==> src/rtl/kmer_hash_table_probe_macros.svh <==
// assertion macros shared by the k-mer hash table probe rtl
// no dependencies; expects clk and rst_n in the including scope
`ifndef KMER_HASH_TABLE_PROBE_MACROS_SVH
`define KMER_HASH_TABLE_PROBE_MACROS_SVH

// condition implies consequence in the same cycle
`define KHP_ASSERT_NOW(lbl, ante, cons, msg) \
    lbl: assert property (@(posedge clk) disable iff (!rst_n) (ante) |-> (cons)) \
        else $error(msg);

// condition implies consequence in the next cycle
`define KHP_ASSERT_NEXT(lbl, ante, cons, msg) \
    lbl: assert property (@(posedge clk) disable iff (!rst_n) (ante) |=> (cons)) \
        else $error(msg);

`endif

==> src/rtl/khp_pkg.sv <==
// shared types, codes and constants for the k-mer hash table probe
// no dependencies
`timescale 1ns / 1ps
`default_nettype none

package khp_pkg;

    // parameter defaults
    localparam int MAX_LEVEL_DEF = 32;
    localparam int SLOTS_DEF     = 1024;
    localparam int ENTRIES_DEF   = 512;

    // field widths
    localparam int ACTION_W   = 3;
    localparam int LEVEL_W    = 6;
    localparam int KEY_W      = 64;
    localparam int POS_W      = 10;
    localparam int WORD_W     = 10;
    localparam int IVAL_W     = 36;
    localparam int CFG_IDX_W  = 2;
    localparam int CFG_DATA_W = 6;

    // request actions
    localparam logic [ACTION_W-1:0] ACT_LOOKUP_LEVEL = 3'd0;
    localparam logic [ACTION_W-1:0] ACT_LOOKUP_TERM  = 3'd1;
    localparam logic [ACTION_W-1:0] ACT_WR_HEADER    = 3'd2;
    localparam logic [ACTION_W-1:0] ACT_WR_SLOT      = 3'd3;
    localparam logic [ACTION_W-1:0] ACT_WR_ENTRY     = 3'd4;

    // configuration register indexes
    localparam logic [CFG_IDX_W-1:0] CFG_ENABLE    = 2'd0;
    localparam logic [CFG_IDX_W-1:0] CFG_MIN_LEVEL = 2'd1;
    localparam logic [CFG_IDX_W-1:0] CFG_MAX_LEVEL = 2'd2;

    // splitmix finalizer constants
    localparam logic [63:0] MIX_C0 = 64'h9E37_79B9_7F4A_7C15;
    localparam logic [63:0] MIX_C1 = 64'hBF58_476D_1CE4_E5B9;
    localparam logic [63:0] MIX_C2 = 64'h94D0_49BB_1331_11EB;

    // hash datapath operations
    localparam logic [2:0] HOP_NONE = 3'd0;
    localparam logic [2:0] HOP_LOAD = 3'd1;
    localparam logic [2:0] HOP_XS30 = 3'd2;
    localparam logic [2:0] HOP_XS27 = 3'd3;
    localparam logic [2:0] HOP_XS31 = 3'd4;
    localparam logic [2:0] HOP_M0   = 3'd5;
    localparam logic [2:0] HOP_M1   = 3'd6;
    localparam logic [2:0] HOP_M2   = 3'd7;

    // response kinds
    localparam logic [1:0] RSP_MISS = 2'd0;
    localparam logic [1:0] RSP_HIT  = 2'd1;
    localparam logic [1:0] RSP_EXH  = 2'd2;

    typedef struct packed {
        logic [ACTION_W-1:0] action;
        logic [LEVEL_W-1:0]  level;
        logic [KEY_W-1:0]    key;
        logic [POS_W-1:0]    position;
        logic [WORD_W-1:0]   word;
        logic [IVAL_W-1:0]   interval_k;
        logic [IVAL_W-1:0]   interval_l;
        logic [IVAL_W-1:0]   interval_s;
    } req_t;

    typedef struct packed {
        logic              found;
        logic [IVAL_W-1:0] hit_k;
        logic [IVAL_W-1:0] hit_l;
        logic [IVAL_W-1:0] hit_s;
        logic              probe_exhausted;
    } rsp_t;

    typedef struct packed {
        logic [KEY_W-1:0]  key;
        logic [IVAL_W-1:0] k;
        logic [IVAL_W-1:0] l;
        logic [IVAL_W-1:0] s;
    } ent_t;

    // controller to datapath
    typedef struct packed {
        logic       latch;
        logic [2:0] hop;
        logic       mul_sel;
        logic       hdr_rd;
        logic       hdr_cap;
        logic       wr_exec;
        logic       probe_init;
        logic       mod_a;
        logic       mod_b;
        logic       slot_rd;
        logic       ent_rd;
        logic       probe_next;
        logic       rsp_load;
        logic [1:0] rsp_kind;
    } cmd_t;

    // datapath to controller
    typedef struct packed {
        logic [ACTION_W-1:0] action;
        logic                lookup_ok;
        logic                wr_ok;
        logic                count_zero;
        logic                slot_empty;
        logic                key_match;
        logic                probe_last;
        logic                rsp_free;
    } sts_t;

endpackage

`default_nettype wire

==> src/rtl/khp_ctrl.sv <==
// controller state machine: request intake, hash sequencing, probe loop, response hand-off
// depends on khp_pkg and kmer_hash_table_probe_macros.svh
`timescale 1ns / 1ps
`default_nettype none
`include "kmer_hash_table_probe_macros.svh"

module khp_ctrl (
    input  wire logic          clk,
    input  wire logic          rst_n,
    input  wire logic          req_valid,
    output logic               req_stall,
    output khp_pkg::cmd_t      cmd,
    input  wire khp_pkg::sts_t sts
);

    localparam logic [3:0] S_IDLE     = 4'd0;
    localparam logic [3:0] S_DISPATCH = 4'd1;
    localparam logic [3:0] S_HASH     = 4'd2;
    localparam logic [3:0] S_PSTART   = 4'd3;
    localparam logic [3:0] S_MOD_A    = 4'd4;
    localparam logic [3:0] S_MOD_B    = 4'd5;
    localparam logic [3:0] S_SLOT_RD  = 4'd6;
    localparam logic [3:0] S_SLOT_CHK = 4'd7;
    localparam logic [3:0] S_ENT_CHK  = 4'd8;
    localparam logic [3:0] S_RESP     = 4'd9;

    localparam logic [3:0] HASH_LAST  = 4'd9;

    logic [3:0] state_reg, state_next;
    logic [3:0] step_reg, step_next;
    logic [1:0] kind_reg, kind_next;

    always_ff @(posedge clk or negedge rst_n)
    begin
        if (!rst_n)
        begin
            state_reg <= S_IDLE;
            step_reg  <= '0;
            kind_reg  <= khp_pkg::RSP_MISS;
        end
        else
        begin
            state_reg <= state_next;
            step_reg  <= step_next;
            kind_reg  <= kind_next;
        end
    end

    assign req_stall = (state_reg != S_IDLE);

    // next state and commands
    always_comb
    begin
        state_next = state_reg;
        step_next  = step_reg;
        kind_next  = kind_reg;
        cmd        = '0;
        case (state_reg)
            S_IDLE:
            begin
                if (req_valid)
                begin
                    cmd.latch  = 1'b1;
                    state_next = S_DISPATCH;
                end
            end
            S_DISPATCH:
            begin
                step_next = '0;
                if (sts.action == khp_pkg::ACT_LOOKUP_LEVEL
                    || sts.action == khp_pkg::ACT_LOOKUP_TERM)
                begin
                    if (sts.lookup_ok)
                    begin
                        cmd.hdr_rd = 1'b1;
                        state_next = S_HASH;
                    end
                    else
                    begin
                        kind_next  = khp_pkg::RSP_MISS;
                        state_next = S_RESP;
                    end
                end
                else
                begin
                    cmd.wr_exec = sts.wr_ok;
                    state_next  = S_IDLE;
                end
            end
            S_HASH:
            begin
                cmd.hdr_cap = (step_reg == '0);
                cmd.mul_sel = (step_reg > 4'd5);
                case (step_reg)
                    4'd0:    cmd.hop = khp_pkg::HOP_LOAD;
                    4'd1:    cmd.hop = khp_pkg::HOP_XS30;
                    4'd2:    cmd.hop = khp_pkg::HOP_M0;
                    4'd3:    cmd.hop = khp_pkg::HOP_M1;
                    4'd4:    cmd.hop = khp_pkg::HOP_M2;
                    4'd5:    cmd.hop = khp_pkg::HOP_XS27;
                    4'd6:    cmd.hop = khp_pkg::HOP_M0;
                    4'd7:    cmd.hop = khp_pkg::HOP_M1;
                    4'd8:    cmd.hop = khp_pkg::HOP_M2;
                    4'd9:    cmd.hop = khp_pkg::HOP_XS31;
                    default: cmd.hop = khp_pkg::HOP_NONE;
                endcase
                step_next = step_reg + 1'b1;
                if (step_reg == HASH_LAST)
                begin
                    state_next = S_PSTART;
                end
            end
            S_PSTART:
            begin
                if (sts.count_zero)
                begin
                    kind_next  = khp_pkg::RSP_MISS;
                    state_next = S_RESP;
                end
                else
                begin
                    cmd.probe_init = 1'b1;
                    state_next     = S_MOD_A;
                end
            end
            S_MOD_A:
            begin
                cmd.mod_a  = 1'b1;
                state_next = S_MOD_B;
            end
            S_MOD_B:
            begin
                cmd.mod_b  = 1'b1;
                state_next = S_SLOT_RD;
            end
            S_SLOT_RD:
            begin
                cmd.slot_rd = 1'b1;
                state_next  = S_SLOT_CHK;
            end
            S_SLOT_CHK:
            begin
                if (sts.slot_empty)
                begin
                    kind_next  = khp_pkg::RSP_MISS;
                    state_next = S_RESP;
                end
                else
                begin
                    cmd.ent_rd = 1'b1;
                    state_next = S_ENT_CHK;
                end
            end
            S_ENT_CHK:
            begin
                if (sts.key_match)
                begin
                    kind_next  = khp_pkg::RSP_HIT;
                    state_next = S_RESP;
                end
                else if (sts.probe_last)
                begin
                    kind_next  = khp_pkg::RSP_EXH;
                    state_next = S_RESP;
                end
                else
                begin
                    cmd.probe_next = 1'b1;
                    state_next     = S_MOD_A;
                end
            end
            S_RESP:
            begin
                if (sts.rsp_free)
                begin
                    cmd.rsp_load = 1'b1;
                    cmd.rsp_kind = kind_reg;
                    state_next   = S_IDLE;
                end
            end
            default:
            begin
                state_next = S_IDLE;
            end
        endcase
    end

    // checks
    `KHP_ASSERT_NEXT(a_accept_dispatch, req_valid && !req_stall, state_reg == S_DISPATCH, "accepted request not dispatched")
    `KHP_ASSERT_NOW(a_load_in_resp, cmd.rsp_load, state_reg == S_RESP && sts.rsp_free, "response loaded outside response state")
    `KHP_ASSERT_NOW(a_hash_step_range, state_reg == S_HASH, step_reg <= HASH_LAST, "hash step out of range")
    `KHP_ASSERT_NEXT(a_hit_needs_entry, state_reg == S_SLOT_CHK && !sts.slot_empty, state_reg == S_ENT_CHK, "entry check skipped")

endmodule

`default_nettype wire

==> config.mk <==
export PLATFORM = sky130hd
export DESIGN_NAME = khp_ctrl
export DESIGN_NICKNAME = d
export VERILOG_FILES = /design/src/rtl/khp_pkg.sv /design/src/rtl/khp_ctrl.sv
export VERILOG_INCLUDE_DIRS = /design/src /design/src/rtl
export SDC_FILE = /design/constraint.sdc
export NUM_CORES = 1
export LEC_CHECK = 0
export ABC_AREA = 1
export BUFFER_PORTS_ARGS = -buffer_cell sky130_fd_sc_hd__buf_2
export CORE_UTILIZATION = 48
export CTS_CLUSTER_SIZE = 10
export DETAILED_ROUTE_END_ITERATION = 10
export HOLD_SLACK_MARGIN = 0.05
export PLACE_DENSITY = 0.85
export SYNTH_ARGS = -nofsm -noshare
export SYNTH_HDL_FRONTEND = slang
export SYNTH_SLANG_ARGS = --single-unit
==> constraint.sdc <==
create_clock -name clk -period 1.6 [get_ports clk]
set_clock_uncertainty 0.15 [all_clocks]
set_input_delay 0.16 -clock clk [delete_from_list [all_inputs] [get_ports clk]]
set_output_delay 0.16 -clock clk [all_outputs]
set_load 0.005 [all_outputs]
==> results of run 1 <==
[cells in the final DEF, fill, tap and decap left out]
master         Yosys  final
buf_2              0     28
nand2_1           30     19
buf_4              0     18
inv_2              5     15
inv_1             25     14
nor2_1            19     11
buf_6              0     10
nor2_4             4      9
nand2_2            1      9
nor2_2             3      6
dfrtp_1           10      6
nand2_4            2      5
a21oi_2            0      5
nand3_1            6      4
dfrtp_2            0      4
nor3_2             0      3
o21ai_0            4      3
nand3_2            1      3
clkbuf_4           0      3
dlygate4sd3_1      0      3
o21ai_2            1      2
ha_4               0      2
inv_4              0      1
nand3b_1           1      1
a211oi_1           1      1
nor4_1             1      1
nor3b_2            0      1
a21oi_1            6      1
o211ai_1           1      1
o32ai_1            1      1
nand4_1            1      1
ha_2               0      1
ha_1               4      1
[cells by family after synthesis]
kind of cell,synth area share [%]
buf+inv,13.6
flops,29.2
fa+ha+maj,5.83
simple gates,41.8
compound gates,9.62
[synthesized netlist by cell type]
cell and number:
a211oi_1 1, a21oi_1 6, clkbuf_1 1, dfrtp_1 10
ha_1 4, inv_1 25, inv_2 5, nand2_1 30
nand2_2 1, nand2_4 2, nand3_1 6, nand3_2 1
nand3b_1 1, nand4_1 1, nor2_1 19, nor2_2 3
nor2_4 4, nor3_1 3, nor3b_1 1, nor4_1 1
o211ai_1 1, o21ai_0 4, o21ai_2 1, o32ai_1 1
[critical path: cells and delay by family, from the launching register on]
kind,cells,cell delay (ns)
DFF,1,0.45
buffers and inverters,1,0.19
and+or+nand+nor,3,0.62
[where the power goes]
part	switching (µW)	total, µW	internal [µW]
combinational	813	1460	648
sequential	109	441	332
clock	110	197	87.6
total	1030	2100	1070
[routing by layer]
layer	wire, µm	global-route usage, %	share of wire [%]
met2	1810	44.1	47
met5	0	0	0
met4	267	12.1	6.9
met1	1390	37.0	36
met3	403	3.67	10
[through the flow]
step	cells	TNS, ns	hold WS [ns]
4_1_cts	200	-0.621	0.0565
2_1_floorplan	132	0	-0.286
5_1_grt	217	-3.43	0.145
3_5_place_dp	184	0	-0.112
6_report	217	-2.60	0.0933
3_3_place_gp	184	0	-0.116
[cell type report]
cell class / count / area (µm²) / share of cell area [%]
clock buffer: 3 / 22.5 / 1.50
timing repair buffer: 59 / 418 / 27.9
multi-input combinational: 91 / 659 / 44.0
sequential: 10 / 255 / 17.0
tap: 24 / 30.0 / 2.00
inverter: 30 / 115 / 7.67
[what timing repair did]
action / 4_1_cts / 5_1_grt
endpoints found under the hold margin: 13 / 0
pin swaps: 10 / 10
endpoints found under the setup margin: 14 / 20
resized for setup: 27 / 44
hold buffers: 3 / 0
buffers inserted: 10 / 18
[path summary, 6_finish.rpt]
kind	from	endpoint	slack, ns	depth (start not counted)
setup reg to reg	state_reg[3]	step_reg[3]	-0.08	7
max in group asynchronous	rst_n	state_reg[1]	0.93	2
min in group asynchronous	rst_n	state_reg[0]	0.13	2
hold / removal	sts[8]	state_reg[1]	0.09	4
setup / recovery	state_reg[3]	cmd[10]	-0.27	4
hold reg to reg	kind_reg[0]	kind_reg[0]	0.39	2
==> impl_results.md, run 1 <==
* RSZ-0062 raised after global routing: true
* Slowest stage delay, CP at 0.45 ns
* Hpwl dp at 1550 µm
* DRT Pass-1 Iters at 6
* Period minus WS final at 1.87 ns
* Final setup viols at 21
* Worst setup SP type: flop
* Die Y-Extent at 44.3 µm
* IO Count at 31
* Mapped Area at 858 µm²
* Via count at 1246
* Final Max Slew Viols at 0
* Clk_lat worst skew at 0.29 ns
* First-pass GRT wire length at 3930 µm
* Die area at 1960 µm²
* CTS Sinks at 10
* DP Area at 1030 µm²
* Status: complete, but fails checks
* Critical setup path kind: reg -> out
* Achievable frequency at 0.535 GHz
* Vias per inst at 5.74
* Final wirelength at 3870 µm
* H-tree Lvls at 1
* Final net count at 212
* Slowest-stage cell, CP: dfrtp_2
* Crit Path Max Fanout at 5
* Total power at 2100 µW
* Routed wire per std cell at 17.8 µm
* Util after Layout at 94.1%
* Longest Clk Path Bufs at 2
* Post-place setup slack at 0.0392 ns
* Worst Setup End Kind: primary output
* Area grow syn2layout at 74.8%
* Slew HR at 71.5%
* Post-synth top area share at 29.2%
* Initial Utilization at 53.8%
* Synth Register Bits at 10
* Yosys cell types at 24
* Number of cell rows at 14
* Pin count of the biggest net entering global routing at 12
* Post-synth net total at 149
* Worst min path class: in -> reg
* Seq/Total Area, Yosys at 29.2%
* CORE AREA at 1590 µm²
* Clk pin slew, worst setup/hold paths at 0.08 ns
* Failing checks: negative setup slack
* Root Buffer: clkbuf_4
* Post-route ant nets at 0
* Routability Congestion at 0.868
* CP required at 1.29 ns
* Clock buffer count from CTS at 3
* Initial antenna violation count at 0
* IO Port Bufs at 29
* Max-cap violations at 0
* Synth area leader: dfrtp_1
* VDD IR max at 0.00122 V
* PD cells at 1400 nW/µm²
* CTS tree: done
* GRT Total Usage at 27.5%
* Worst-path cell chain: nor2_4 -> nand2_4 -> nor4_1 -> buf_2
* Crit path DAT at 1.56 ns
* Share of cells above drive strength 1 at 64.8%
* Residual DRC at 0
* Final setup margin at -0.269 ns
* Synth Area per Inst at 6.50 µm²
* Worst-margin pin slew at 0.427 ns
* Antenna fix cells at 0
* Leak Pwr at 0.000817 µW
* Hold Vio Cnt, Final at 0
* Area contributors post-synth: dfrtp_1 (29%), nand2_1 (13%), inv_1 (11%), nor2_1 (8.3%), ha_1 (5.8%)
* DR iter-0 viols at 97
* Finished Cell Area at 1500 µm²
* Cells after synthesis at 132
* YS warnings at 0
* Die Wd at 44.3 µm
* Fillers at 50
* Final period utilization at 117%
* Total grt overflow at 0
* Vias in the first global route at 902
(Power assumes the default switching activity.)
==> inputs of run 2 (changes only) <==
--- a/config.mk
+++ b/config.mk
@@ -7,7 +7,7 @@
 export NUM_CORES = 1
 export LEC_CHECK = 0
 export ABC_AREA = 1
-export BUFFER_PORTS_ARGS = -buffer_cell sky130_fd_sc_hd__buf_2
+export BUFFER_PORTS_ARGS = -buffer_cell sky130_fd_sc_hd__buf_4
 export CORE_UTILIZATION = 48
 export CTS_CLUSTER_SIZE = 10
 export DETAILED_ROUTE_END_ITERATION = 10
==> constraint.sdc (replaced) <==
create_clock -name clk -period 1.6 [get_ports clk]
set_clock_uncertainty 0.15 [all_clocks]
set_input_delay 0.24 -clock clk [delete_from_list [all_inputs] [get_ports clk]]
set_output_delay 0.24 -clock clk [all_outputs]
set_load 0.005 [all_outputs]
==> run 2 against run 1 <==
- the run still ends with negative setup slack left
- clock power increased by 22%
- fmax decreased by 3.7%
- final area about the same
- core utilization decreased by 0.079 points
- critical path depth increased by 2
- flip-flop and latch count unchanged
- register-to-register slack about the same
- critical path type unchanged
- critical endpoint is now cmd[14]
- highest routed layer unchanged
==> impl_results.md, run 2 (same netlist as run 1, synthesis figures left out) <==
* CP required at 1.21 ns (-0.08 ns)
* Final setup viols at 24 (+14%)
* Worst setup SP type: flop
* Most frequent cells in the layout: buf_4 (43), nand2_1 (23), inv_1 (17), nor2_4 (10)
* Critical Path Most Common Cell: buf_4
* Period minus WS final at 1.94 ns (+0.0723 ns)
* DRT Pass-1 Iters at 5 (-1)
* Share of cells above drive strength 1 at 61.6% (-3.1 points)
* Placed Cells at 186 (+1.1%)
* Root Buffer: clkbuf_4
* Worst-margin pin slew at 0.357 ns (-0.0699 ns)
* Die Y-Extent at 44.3 µm (unchanged)
* Hold Vio Cnt, Final at 0 (unchanged)
* Slowest stage delay, CP at 0.41 ns (-0.04 ns)
* Reg2reg start: state_reg[2]
* CTS Sinks at 10 (unchanged)
* Final TNS setup at -3.78 ns (-1.18 ns)
* DR iter-0 viols at 72 (-26%)
* H-tree Lvls at 1 (unchanged)
* Post-route ant nets at 0 (unchanged)
* Final wirelength at 3670 µm (-5.0%)
* Reg2reg end: step_reg[3]
* Final Max Slew Viols at 0 (unchanged)
* Hold path startpoint: sts[2]
* Hpwl dp at 1630 µm (+5.2%)
* Antenna fix cells at 0 (unchanged)
* Clk_lat worst skew at 0.28 ns (about the same)
* Worst Setup End Kind: primary output
* VDD IR max at 0.000945 V (-22%)
* RSZ-0062 raised after global routing: true
* Failing checks: negative setup slack
* Final period utilization at 121% (+4.5 points)
* Vias per inst at 5.62 (-2.1%)
* Crit Path Max Fanout at 3 (-2)
* Clk pin slew, worst setup/hold paths at 0.07 ns (about the same)
* Total grt overflow at 0 (unchanged)
* Vias in the first global route at 990 (+9.8%)
* Initial antenna violation count at 0 (unchanged)
* Crit-path leading delay family: flip-flops
* Final Instance Count excl. Fillers at 209 (-3.7%)
* Clock buffer count from CTS at 3 (unchanged)
* Final net count at 203 (-4.2%)
* First-pass GRT wire length at 4260 µm (+8.2%)
* CORE AREA at 1590 µm² (unchanged)
* Worst-path cell chain: buf_4 -> ha_1 -> nor2_1 -> nor3_2 -> nor2_2 -> buf_4
* Longest Clk Path Bufs at 2 (unchanged)
* Slew HR at 76.1% (+4.6 points)
* Worst hold endpoint: kind_reg[0]
* Total power at 2040 µW (-2.8%)
* Slowest-stage cell, CP: dfrtp_1
* Worst hold slack at 0.0579 ns (-0.0354 ns)
* Worst min path class: in -> reg
* GRT Total Usage at 29.8% (+2.3 points)
* IO Port Bufs at 29 (unchanged)
* IO Count at 31 (unchanged)
* CP Buf/Inv Count at 2 (+1)
* Status: complete, but fails checks
* Area grow syn2layout at 74.6% (about the same)
* CTS tree: done
* Via count at 1175 (-5.7%)
* Critical setup path kind: reg -> out
* Most common cell after layout, fill and taps aside: buf_4
* Initial Utilization at 53.8% (unchanged)
* PD cells at 1360 nW/µm² (-2.7%)
* Die area at 1960 µm² (unchanged)
* Util after Layout at 94.0% (about the same)
* Worst R2R Path Depth at 7 (unchanged)
* Hold path depth at 3 (-1)
* Number of cell rows at 14 (unchanged)
* Max-cap violations at 0 (unchanged)
* Achievable frequency at 0.515 GHz (-3.7%)
* Leak Pwr at 0.000792 µW (-3.0%)
* Residual DRC at 0 (unchanged)
* Routability Congestion at 0.865 (-0.33%)
* Pin count of the biggest net entering global routing at 12 (unchanged)
* Routed wire per std cell at 17.6 µm (-1.4%)
* Final setup margin at -0.342 ns (-0.0723 ns)
* Die Wd at 44.3 µm (unchanged)
* Crit path DAT at 1.55 ns (about the same)
* Reg2Reg Setup Slack at -0.07 ns (about the same)
run 2: cell types whose count changed in the layout (fill, tap and decap cells not counted), sizes merged:
cell | previous run | this run
buf | 56 | 49
clkbuf | 3 | 4
dlygate4sd3 | 3 | 1
run 2: layout make-up:
class                      instances  area (µm²)
inverter                          30         125
tap                               24        30.0
fill                              55        95.1
multi-input combinational         91         651
clock buffer                       4        36.3
timing repair buffer              50         400
sequential                        10         256
run 2: worst max path at each step:
stage,start,endpoint,depth (start not counted)
final,step_reg[1],cmd[14],6
after global routing,step_reg[0],cmd[14],7
after CTS,step_reg[0],cmd[14],7
after detailed placement,step_reg[0],cmd[13],7
after global placement,step_reg[0],cmd[13],7
after floorplan,step_reg[0],cmd[13],6
run 2: repair_timing:
action / CTS / global route
gates resized for setup: 24 / 46
hold buffers: 1 / 0
endpoints found under the setup margin: 18 / 22
hold endpoints to repair: 10 / 0
pin swaps: 5 / 19
buffers inserted: 9 / 13
run 2: layer usage:
layer | GRT usage (%) | part of all wire [%]
met5 | 0 | 0
met3 | 10.2 | 10
met2 | 47.9 | 49
met4 | 12.7 | 3.4
met1 | 36.2 | 37
run 2: through the flow:
| stage | cell area [µm²] | setup slack, ns |
|---|---|---|
| after global placement | 1120 | 0.0341 |
| after detailed placement | 1120 | -0.00553 |
| final | 1500 | -0.342 |
| after CTS | 1290 | -0.172 |
| after global routing | 1500 | -0.358 |
| after floorplan | 858 | 0.154 |
run 2: power breakdown:
| part | switching (µW) | internal [µW] | total (µW) |
|---|---|---|---|
| Combinational | 743 | 588 | 1330 |
| Clock | 103 | 139 | 241 |
| Sequential | 137 | 332 | 469 |
| Total | 983 | 1060 | 2040 |
run 2: worst min-delay path: stages:
cell and delay [ns]:
buf_4 0.09, nand2_1 0.06, o21ai_2 0.05
